--- config.mk ---
export PLATFORM = sky130hd
export DESIGN_NAME = binary_gcd_unit
export DESIGN_NICKNAME = d
export VERILOG_FILES = /design/src/hdl/bgcd_pkg.sv /design/src/hdl/bgcd_cell.sv /design/src/hdl/binary_gcd_unit.sv
export SDC_FILE = /design/constraint.sdc
export NUM_CORES = 1
export LEC_CHECK = 0
export BUFFER_PORTS_ARGS = -buffer_cell sky130_fd_sc_hd__buf_2
export CORE_MARGIN = 2
export CORE_UTILIZATION = 56
export CTS_BUF_LIST = sky130_fd_sc_hd__clkbuf_4
export CTS_CLUSTER_SIZE = 20
export DETAILED_ROUTE_END_ITERATION = 8
export GPL_TIMING_DRIVEN = 0
export PLACE_DENSITY = 0.75
export SYNTH_ARGS = -nofsm -noshare
export SYNTH_HDL_FRONTEND = slang
export SYNTH_HIERARCHICAL = 1
export SYNTH_SLANG_ARGS = --single-unit
--- constraint.sdc ---
create_clock -name clk -period 41.3 [get_ports clk]
set_clock_uncertainty 0.1 [all_clocks]
set_input_delay 4.13 -clock clk [delete_from_list [all_inputs] [get_ports clk]]
set_output_delay 4.13 -clock clk [all_outputs]
set_load 0.01 [all_outputs]
--- src/hdl/bgcd_pkg.sv ---
// shared constants and types for the binary gcd unit
`timescale 1ns / 1ps
package bgcd_pkg;

	// width of the operand ports and of the divisor port
	localparam int FIELD_WIDTH = 32;
	// width of the magnitudes worked on by the cell row
	localparam int DATA_WIDTH = 32;
	// shared factors of two never reach DATA_WIDTH
	localparam int TWOS_WIDTH = $clog2(DATA_WIDTH);

	// operation broadcast to every cell in a cycle
	typedef enum logic [3:0] {
		OP_HOLD,
		OP_LOAD,
		OP_HALVE_BOTH,
		OP_HALVE_A,
		OP_HALVE_B,
		OP_SUB_A,
		OP_SUB_B,
		OP_TAKE_B,
		OP_SHL_A
	} cell_op_t;

	// what one cell shows to its neighbors
	typedef struct packed {
		logic a;
		logic b;
		logic dab;
		logic dba;
	} cell_link_t;

	typedef enum logic [1:0] {
		ST_IDLE,
		ST_RUN,
		ST_SCALE
	} gcd_state_t;

endpackage

--- src/hdl/bgcd_cell.sv ---
// one bit slice of the gcd operand row
`timescale 1ns / 1ps
module bgcd_cell (
	input  logic                clk,
	input  bgcd_pkg::cell_op_t  op,
	input  logic                load_a,
	input  logic                load_b,
	input  bgcd_pkg::cell_link_t link_hi,
	input  logic                lo_a,
	input  logic                borrow_ab_in,
	input  logic                borrow_ba_in,
	output bgcd_pkg::cell_link_t link_out,
	output logic                borrow_ab_out,
	output logic                borrow_ba_out
);
	import bgcd_pkg::*;

	logic a_q;
	logic b_q;
	logic a_d;
	logic b_d;

	// ripple subtract slices for a-b and b-a
	assign link_out.a = a_q;
	assign link_out.b = b_q;
	assign link_out.dab = a_q ^ b_q ^ borrow_ab_in;
	assign link_out.dba = a_q ^ b_q ^ borrow_ba_in;
	assign borrow_ab_out = (~a_q & b_q) | (~(a_q ^ b_q) & borrow_ab_in);
	assign borrow_ba_out = (~b_q & a_q) | (~(a_q ^ b_q) & borrow_ba_in);

	always_comb begin
		a_d = a_q;
		b_d = b_q;
		unique case (op)
			OP_LOAD: begin
				a_d = load_a;
				b_d = load_b;
			end
			OP_HALVE_BOTH: begin
				a_d = link_hi.a;
				b_d = link_hi.b;
			end
			OP_HALVE_A: a_d = link_hi.a;
			OP_HALVE_B: b_d = link_hi.b;
			OP_SUB_A: a_d = link_hi.dab;
			OP_SUB_B: b_d = link_hi.dba;
			OP_TAKE_B: a_d = b_q;
			OP_SHL_A: a_d = lo_a;
			default: begin
				a_d = a_q;
				b_d = b_q;
			end
		endcase
	end

	always_ff @(posedge clk) begin
		a_q <= a_d;
		b_q <= b_d;
	end

endmodule

--- src/hdl/binary_gcd_unit.sv ---
// binary gcd unit top level: control, cell row and result register
`timescale 1ns / 1ps
//
// channel   | direction | handshake                    | payload
// ----------+-----------+------------------------------+---------------------------------------
// operand   | in        | operand_valid / operand_stall | first_operand, second_operand
// result    | out       | result_valid / result_stall   | divisor, coprime, had_negative
//
// the magnitudes are loaded first, then the row does one halving or subtract step per cycle;
// each shared halving is counted and later undone by one left shift of the surviving value,
// after the loop has settled the surviving value in a; then the result register is written.
// the row works one pair to its end before it takes the next.
// reset clears the control state and the result valid; the cell row needs no reset.
// a new pair is taken only while the row is idle; a stall on the result side holds the
// finished gcd in the row until the result register is free, and the register lets a new
// pair enter while the previous result is still waiting
module binary_gcd_unit (
	input  logic                                  clk,
	input  logic                                  arst_n,
	input  logic                                  operand_valid,
	output logic                                  operand_stall,
	input  logic signed [bgcd_pkg::FIELD_WIDTH-1:0] first_operand,
	input  logic signed [bgcd_pkg::FIELD_WIDTH-1:0] second_operand,
	output logic                                  result_valid,
	input  logic                                  result_stall,
	output logic        [bgcd_pkg::FIELD_WIDTH-1:0] divisor,
	output logic                                  coprime,
	output logic                                  had_negative
);
	import bgcd_pkg::*;

	gcd_state_t state_q;
	gcd_state_t state_d;

	logic [TWOS_WIDTH-1:0] twos_q;
	logic                  neg_q;

	logic                  result_valid_q;
	logic [FIELD_WIDTH-1:0] divisor_q;
	logic                  coprime_q;
	logic                  had_negative_q;

	// raw operand bits and their magnitudes
	logic [DATA_WIDTH-1:0] raw_a;
	logic [DATA_WIDTH-1:0] raw_b;
	logic                  neg_a;
	logic                  neg_b;
	logic [DATA_WIDTH-1:0] mag_a;
	logic [DATA_WIDTH-1:0] mag_b;

	// cell row wiring
	cell_link_t            links [DATA_WIDTH];
	logic [DATA_WIDTH:0]   borrow_ab;
	logic [DATA_WIDTH:0]   borrow_ba;
	logic [DATA_WIDTH-1:0] a_vec;
	logic [DATA_WIDTH-1:0] b_vec;
	cell_op_t              op;

	logic operand_xfer;
	logic out_free;
	logic a_zero;
	logic b_zero;
	logic ab_equal;
	logic finished;
	logic a_greater;
	logic load_result;
	logic twos_inc;
	logic twos_dec;

	assign operand_xfer = operand_valid && !operand_stall;
	assign out_free = !result_valid_q || !result_stall;

	// magnitude of a two's complement value, most negative value included
	assign raw_a = DATA_WIDTH'(first_operand);
	assign raw_b = DATA_WIDTH'(second_operand);
	assign neg_a = raw_a[DATA_WIDTH-1];
	assign neg_b = raw_b[DATA_WIDTH-1];
	assign mag_a = neg_a ? (~raw_a + DATA_WIDTH'(1)) : raw_a;
	assign mag_b = neg_b ? (~raw_b + DATA_WIDTH'(1)) : raw_b;

	// the row: cell i holds bit i of both operands
	assign borrow_ab[0] = 1'b0;
	assign borrow_ba[0] = 1'b0;

	for (genvar i = 0; i < DATA_WIDTH; i++) begin : g_cell
		cell_link_t link_hi;
		logic       lo_a;

		if (i == DATA_WIDTH - 1) begin : g_top
			// differences never reach the top bit, so zero shifts in
			assign link_hi = '0;
		end else begin : g_mid
			assign link_hi = links[i+1];
		end

		if (i == 0) begin : g_bottom
			assign lo_a = 1'b0;
		end else begin : g_upper
			assign lo_a = links[i-1].a;
		end

		bgcd_cell u_cell (
			.clk           (clk),
			.op            (op),
			.load_a        (mag_a[i]),
			.load_b        (mag_b[i]),
			.link_hi       (link_hi),
			.lo_a          (lo_a),
			.borrow_ab_in  (borrow_ab[i]),
			.borrow_ba_in  (borrow_ba[i]),
			.link_out      (links[i]),
			.borrow_ab_out (borrow_ab[i+1]),
			.borrow_ba_out (borrow_ba[i+1])
		);

		assign a_vec[i] = links[i].a;
		assign b_vec[i] = links[i].b;
	end

	// loop status from the row
	assign a_zero = (a_vec == '0);
	assign b_zero = (b_vec == '0);
	assign ab_equal = (a_vec == b_vec);
	assign finished = ab_equal || a_zero || b_zero;
	// no borrow out of a-b means a >= b
	assign a_greater = !borrow_ab[DATA_WIDTH];

	// next state
	always_comb begin
		state_d = state_q;
		unique case (state_q)
			ST_IDLE: begin
				if (operand_xfer) begin
					state_d = ST_RUN;
				end
			end
			ST_RUN: begin
				if (finished) begin
					state_d = ST_SCALE;
				end
			end
			ST_SCALE: begin
				if (twos_q == '0 && out_free) begin
					state_d = ST_IDLE;
				end
			end
			default: state_d = ST_IDLE;
		endcase
	end

	// outputs of the sequencer: row operation and counter control
	always_comb begin
		op = OP_HOLD;
		operand_stall = 1'b1;
		load_result = 1'b0;
		twos_inc = 1'b0;
		twos_dec = 1'b0;
		unique case (state_q)
			ST_IDLE: begin
				operand_stall = 1'b0;
				if (operand_valid) begin
					op = OP_LOAD;
				end
			end
			ST_RUN: begin
				if (finished) begin
					// leave the surviving value in a
					if (a_zero) begin
						op = OP_TAKE_B;
					end
				end else if (!a_vec[0] && !b_vec[0]) begin
					op = OP_HALVE_BOTH;
					twos_inc = 1'b1;
				end else if (!a_vec[0]) begin
					op = OP_HALVE_A;
				end else if (!b_vec[0]) begin
					op = OP_HALVE_B;
				end else if (a_greater) begin
					op = OP_SUB_A;
				end else begin
					op = OP_SUB_B;
				end
			end
			ST_SCALE: begin
				if (twos_q != '0) begin
					op = OP_SHL_A;
					twos_dec = 1'b1;
				end else if (out_free) begin
					load_result = 1'b1;
				end
			end
			default: begin
				op = OP_HOLD;
			end
		endcase
	end

	always_ff @(posedge clk or negedge arst_n) begin
		if (!arst_n) begin
			state_q <= ST_IDLE;
			twos_q <= '0;
			result_valid_q <= 1'b0;
		end else begin
			state_q <= state_d;
			if (operand_xfer) begin
				twos_q <= '0;
			end else if (twos_inc) begin
				twos_q <= twos_q + TWOS_WIDTH'(1);
			end else if (twos_dec) begin
				twos_q <= twos_q - TWOS_WIDTH'(1);
			end
			if (load_result) begin
				result_valid_q <= 1'b1;
			end else if (!result_stall) begin
				result_valid_q <= 1'b0;
			end
		end
	end

	// payload registers: sign flag of the pair at work and the result register
	always_ff @(posedge clk) begin
		if (operand_xfer) begin
			neg_q <= neg_a || neg_b;
		end
		if (load_result) begin
			divisor_q <= FIELD_WIDTH'(a_vec);
			coprime_q <= (a_vec == DATA_WIDTH'(1));
			had_negative_q <= neg_q;
		end
	end

	assign result_valid = result_valid_q;
	assign divisor = divisor_q;
	assign coprime = coprime_q;
	assign had_negative = had_negative_q;

	// a taken pair always starts the loop
	a_accept_runs: assert property (@(posedge clk) disable iff (!arst_n)
		operand_xfer |=> state_q == ST_RUN)
		else $error("accepted pair did not start the loop");

	// both operands zero in the loop only when no factor of two was taken out
	a_zero_no_twos: assert property (@(posedge clk) disable iff (!arst_n)
		(state_q == ST_RUN && a_zero && b_zero) |-> twos_q == '0)
		else $error("twos counted for a zero pair");

	// finishing the scale phase fills the result register and frees the row
	a_result_written: assert property (@(posedge clk) disable iff (!arst_n)
		load_result |=> result_valid_q && state_q == ST_IDLE)
		else $error("result not written on completion");

	// coprime flag agrees with the divisor
	a_coprime_match: assert property (@(posedge clk) disable iff (!arst_n)
		result_valid_q |-> (coprime_q == (divisor_q == FIELD_WIDTH'(1))))
		else $error("coprime flag disagrees with divisor");

endmodule
==> impl_results.md, run 1 <==
- Wire per inst: 18.74 µm
- Startpoint Class: register
- CTS tree: built
- Worst Slack Setup Final: around 23 ns
- CP delay by family, top: adder cells
- Mean Syn Cell Area: around 9 µm²
- Sequential power share: between 10% and 20%
- Final worst-path cycle share: approximately 45%
- Share of layout cells above drive strength 1: between 20% and 30%
- DRC violations left: 0
- Min Clock Period, post-route: approximately 18 ns
- WL final: approximately 34,000 µm
- GRT met1 Usage: between 40 and 50%
- Site row count: 55
- Netlist Area Pre-Place: between 10,000 and 15,000 µm²
- Internal: about 0.00070 W
- Hold Path Origin: neg_q
- Reg2Reg Depth: 45
- Worst hold stages: 0
- Overflow left after global routing: 0
- Met3 Use GR: roughly 3.4%
- CTS resizes: 0
- Data arrival, critical path: roughly 19 ns
- Max-cap violations: 0
- Met2 Usage GRT: between 40% and 50%
- Pre-CTS WS: about 23 ns
- Worst slew pin tran: between 1 and 1.5 ns
- Sw frac: approximately 48%
- Crit path buffers/inverters: 6
- CP required: a little over 40 ns
- DP HPWL: ~26,000 µm
- Worst-path maximum fanout: 42
- Routability Congestion: about 0.87
- Sw power: roughly 0.00064 W
- Pin count of the biggest net entering global routing: between 50 and 60
- Status: completed
- Max-slew violation count: 0
- Leak: approximately 5.7 nW
- Via density: 6.038
- Port Buffers: 103
- Initial Util: 56.51%
- Crit path largest cell delay: 0.56 ns
- FF-to-FF Start: g_cell[0].u_cell/a_q
- CTS Buf Count: 9
- Clock Path Buffers: 2
- Crit Path Category: register to register
- Max-Slew Margin vs Limit: 27.26%
- R2r endpoint: g_cell[29].u_cell/a_q
- Core Area: 22,430 µm²
- DR vias: about 11,000
- Vias in the first global route: 10,600
- Unrepaired setup endpoints after global routing: false
- Gr usage total: 29.33%
- Final Util: ~63%
- Worst-path cell with the longest stage delay: fa_1
- Die Wd: between 150 and 200 µm
- Ys Warns: 6
- FF-to-FF setup slack: between 20 and 25 ns
- Worst setup EP type: register
- Layout area overhead: 11.80%
- I/O Pins: around 100
- Root Driver: clkbuf_4
- Syn Inst Count: about 1,400
- Fmax: around 54 MHz
- Die Span Y: 154.5 µm
- WHS Endpoint: had_negative
- Clock latency on the worst-skew pair: between 0.5 and 0.6 ns
- Initial antenna violation count: 2
- Clk sinks: between 100 and 150
- H-Tree Level Count: 3
- Tightest Hold Check Type: register to register
- 1st-pass router iterations: 6
- Crit path top cell by count: fa_1
- Gate power share: between 70 and 80%
- Clock transition at path regs: 0.18 ns
- Power per Cell Area: between 90 and 100 nW/µm²
- Routed Antenna Nets: 0
- Global-route wire length before repair: between 50,000 and 60,000 µm
- Final setup TNS: 0 ns
- Post-CTS Hold Buffers: 0
- Final Setup Violations: 0
- Hold Violations, Final: 0
- DRT iter0 DRCs: between 1,000 and 1,500
- Post-CTS setup buffers: 0
- Max VDD drop: roughly 0.000037 V
- Die area: 23,860 µm²
- Fin nets: ~1,700
- Clock Power Share: under 10%
- Top Usage Layer GRT: met2
state kept, by name, indices dropped and copies added, names as in the netlist:
name and count:
neg_q 1, g_cell.u_cell/b_q 32, divisor 32, twos_q 5, g_cell.u_cell/a_q 32, coprime 1, state_q 2, had_negative 1
result_valid 1
layout make-up:
class                   count  area, µm²
multi-input cells        1004       7920
diodes                      1      2.502
clock inverters             5      102.6
inverters                 167      626.9
flip-flops and latches    107       3173
well taps                 285      356.6
clock buffers              11      82.58
fillers                  1931       8259
repair buffers            120      870.8
plain buffers             136       1040
through the flow:
step	instances	power (W)	hold slack (ns)	area, µm²
global route	1836	0.001465	0.3985	14170
detailed placement	1819	0.001253	0.3461	13990
global placement	1802	0.001270	0.3179	13580
CTS	1835	0.001332	0.3838	14170
floorplan	1414	0.001069	0.3003	12700
finish	1836	0.001338	0.3885	14170
power groups by stage:
| stage | Combinational (W) | Sequential (W) | Clock, W |
|---|---|---|---|
| after floorplan | 0.000834 | 0.000235 | 0 |
| after global placement | 0.00102 | 0.000247 | 0 |
| after detailed placement | 0.00101 | 0.000245 | 0 |
| after CTS | 0.00102 | 0.000242 | 0.0000739 |
| after global routing | 0.00114 | 0.000249 | 0.0000770 |
| final | 0.00102 | 0.000242 | 0.0000735 |
cells in the final DEF, fill, tap and decap left out, types with 11 or more instances in the layout:
master / instances
a21oi_1: 36
a2bb2oi_1: 33
buf_2: 136
buf_4: 64
buf_6: 33
clkbuf_4: 11
edfxtp_1: 99
fa_1: 65
inv_1: 167
mux2i_1: 68
nand2_1: 101
nand3_1: 39
nand4_1: 12
nor2_1: 107
nor2b_1: 34
nor3_1: 38
nor3b_1: 32
nor4_1: 19
o211ai_1: 64
o21ai_0: 54
o31ai_1: 13
o32a_1: 64
or4b_4: 32
xnor2_1: 86
xor2_1: 36
layer usage:
layer / up-vias / part of all wire, %
li1: 5236 / -
met1: 5405 / 45
met2: 383 / 47
met3: 61 / 5.8
met4: 0 / 2.5
met5: - / 0
worst max path at each step:
stage                         start  depth (start not counted)  slack (ns)               endpoint
2_1_floorplan  g_cell[0].u_cell/a_q                         40       20.91   g_cell[0].u_cell/a_q
3_3_place_gp   g_cell[0].u_cell/a_q                         40       16.87  g_cell[29].u_cell/a_q
3_5_place_dp   g_cell[0].u_cell/a_q                         45       22.85  g_cell[29].u_cell/a_q
4_1_cts        g_cell[0].u_cell/a_q                         45       22.78  g_cell[29].u_cell/a_q
5_1_grt        g_cell[0].u_cell/a_q                         45       22.22  g_cell[29].u_cell/a_q
6_report       g_cell[0].u_cell/a_q                         45       22.87  g_cell[29].u_cell/a_q
Note: power is estimated with default switching activity, not from simulation.
==> run 2: changes to the inputs <==
- PLACE_DENSITY: 0.75 -> 0.78
- clock period: 41.3 -> 15.91 ns (I/O delays scaled with it)
==> impl_results.md, run 2 (synthesis gave the netlist of run 1 again) <==
- Layout area overhead: 12.80%
- Pin count of the biggest net entering global routing: 50
- CTS tree: built
- DR vias: 11,100
- CTS Buf Count: 9
- Clk sinks: between 100 and 150
- Max VDD drop: between 0.00009 and 0.0001 V
- Clock transition at path regs: 0.17 ns
- I/O Pins: between 100 and 150
- DRT iter0 DRCs: slightly below 1,000
- Global-route wire length before repair: 54,290 µm
- Worst-path cell with the longest stage delay: edfxtp_1
- Wire per inst: about 18 µm
- CP required: about 16 ns
- Clock Path Buffers: 2
- Fin area: around 14,000 µm²
- Max-slew violation count: 0
- Die area: between 20,000 and 25,000 µm²
- Area of the multi-input gates: 8048 µm²
- Crit Path Category: register to register
- Routability Congestion: approximately 0.91
- Die Span Y: between 150 and 200 µm
- Site row count: 55
- DP HPWL: approximately 26,000 µm
- Post-CTS Hold Buffers: 0
- Power per Cell Area: about 240 nW/µm²
- Most frequent cells in the layout: inv_1 (167), buf_2 (136), nor2_1 (107)
- Most common cell after layout, fill and taps aside: inv_1
- Register area: about 3200 µm²
- GRT met1 Usage: between 40 and 50%
- Final worst-path cycle share: between 90% and 100%
- Startpoint Class: register
- Worst-path maximum fanout: 9
- Placed insts: 1,819
- Via density: approximately 6.0
- Hold WS: 0.3447 ns
- Fin nets: roughly 1,700
- Share of layout cells above drive strength 1: a little under a quarter
- H-Tree Level Count: 3
- Unrepaired setup endpoints after global routing: false
- Max-cap violations: 0
- Die Wd: 154.5 µm
- Top Usage Layer GRT: met2
- Tightest Hold Check Type: register to register
- Gr usage total: 28.57%
- Crit path largest cell delay: approximately 0.43 ns
- Crit path top cell by count: fa_2
- Clock latency on the worst-skew pair: roughly 0.53 ns
- Met2 Usage GRT: 46.56%
- Root Driver: clkbuf_4
- Final Non-Filler Cells: 1,843
- Min Clock Period, post-route: around 15 ns
- Worst slew pin tran: 1.057 ns
- Data arrival, critical path: roughly 16 ns
- Initial antenna violation count: 2
- WL final: roughly 34,000 µm
- Vias in the first global route: about 10,000
- Port Buffers: around 100
- Routed Antenna Nets: 0
- Worst setup EP type: register
- Status: completed
- Fmax: about 65 MHz
- Power consumption: roughly 0.0035 W
- Leak: roughly 5.7 nW
- 1st-pass router iterations: 7
- DRC violations left: 0
- Hold Violations, Final: 0
- Max-Slew Margin vs Limit: 28.90%
- Met3 Use GR: 2.942%
- Core Area: roughly 22,000 µm²
- Area post-placement: ~14,000 µm²
- Initial Util: a little under three fifths
- Overflow left after global routing: 0
- Fill cells: 1,849
- Final Setup Violations: 0
run 2: cell count changes in the layout (fill, tap and decap cells not counted):
cell | previous run | this run
fa_1 | 65 | 14
clkbuf_4 | 11 | 9
buf_8 | 3 | 2
fa_2 | 0 | 51
buf_4 | 64 | 70
bufinv_16 | 3 | 1
clkinv_2 | 1 | 2
clkbuf_16 | 0 | 1
clkinv_1 | 0 | 3
diode_2 | 1 | 2
run 2: worst max-delay path, delay by kind of cell, from the launching register on:
| family | cells | cell delay [ns] |
|---|---|---|
| buf+inv | 6 | 0.86 |
| simple gates | 3 | 0.28 |
| fa+ha+maj | 32 | 12.83 |
| compound gates | 3 | 0.80 |
| flops | 1 | 0.43 |
run 2: report_power, final:
part           internal, W  switching (W)  total, W
combinational      0.00126        0.00146   0.00272
sequential        0.000517       0.000113  0.000631
clock            0.0000459       0.000106  0.000152
run 2: final cells by class:
class / count / share of cell area (%)
antenna: 2 / 0.03500
buffer: 136 / 7.270
clock buffer: 9 / 0.4724
clock inverter: 7 / 0.4112
inverter: 167 / 4.383
multi-input combinational: 1004 / 56.27
sequential: 107 / 22.19
tap: 285 / 2.493
timing repair buffer: 126 / 6.474
run 2: stage by stage:
| step | util [%] | setup TNS [ns] | setup WS (ns) |
|---|---|---|---|
| after CTS | 63.55 | 0 | 0.01369 |
| after floorplan | - | 0 | 0.01882 |
| after global routing | 63.74 | 0 | 0.001235 |
| after detailed placement | 62.78 | -3.526 | -0.5709 |
| final | 63.75 | 0 | 0.4442 |
| after global placement | 61.03 | -188.46 | -1.797 |
run 2: final timing paths:
kind / startpoint / endpoint / slack [ns] / cells after the start
max: g_cell[0].u_cell/a_q / g_cell[12].u_cell/a_q / 0.44 / 44
min: neg_q / had_negative / 0.34 / 0
max reg2reg: g_cell[0].u_cell/a_q / g_cell[12].u_cell/a_q / 0.44 / 44
min reg2reg: neg_q / had_negative / 0.34 / 0
max in group asynchronous: arst_n / twos_q[3] / 14.74 / 1
min in group asynchronous: arst_n / result_valid / 0.78 / 1
run 2: routing by layer:
metal | up-vias | wire length, µm
met5 | - | 0
met4 | 0 | 891
met3 | 57 | 2225
met2 | 429 | 16030
met1 | 5364 | 14900
li1 | 5248 | -
run 2: what timing repair did:
item                       CTS  global route
setup buffers                3             3
resized for setup            9             9
pin swaps                    1             2
hold endpoints to repair     0             0
setup endpoints to repair   42            43
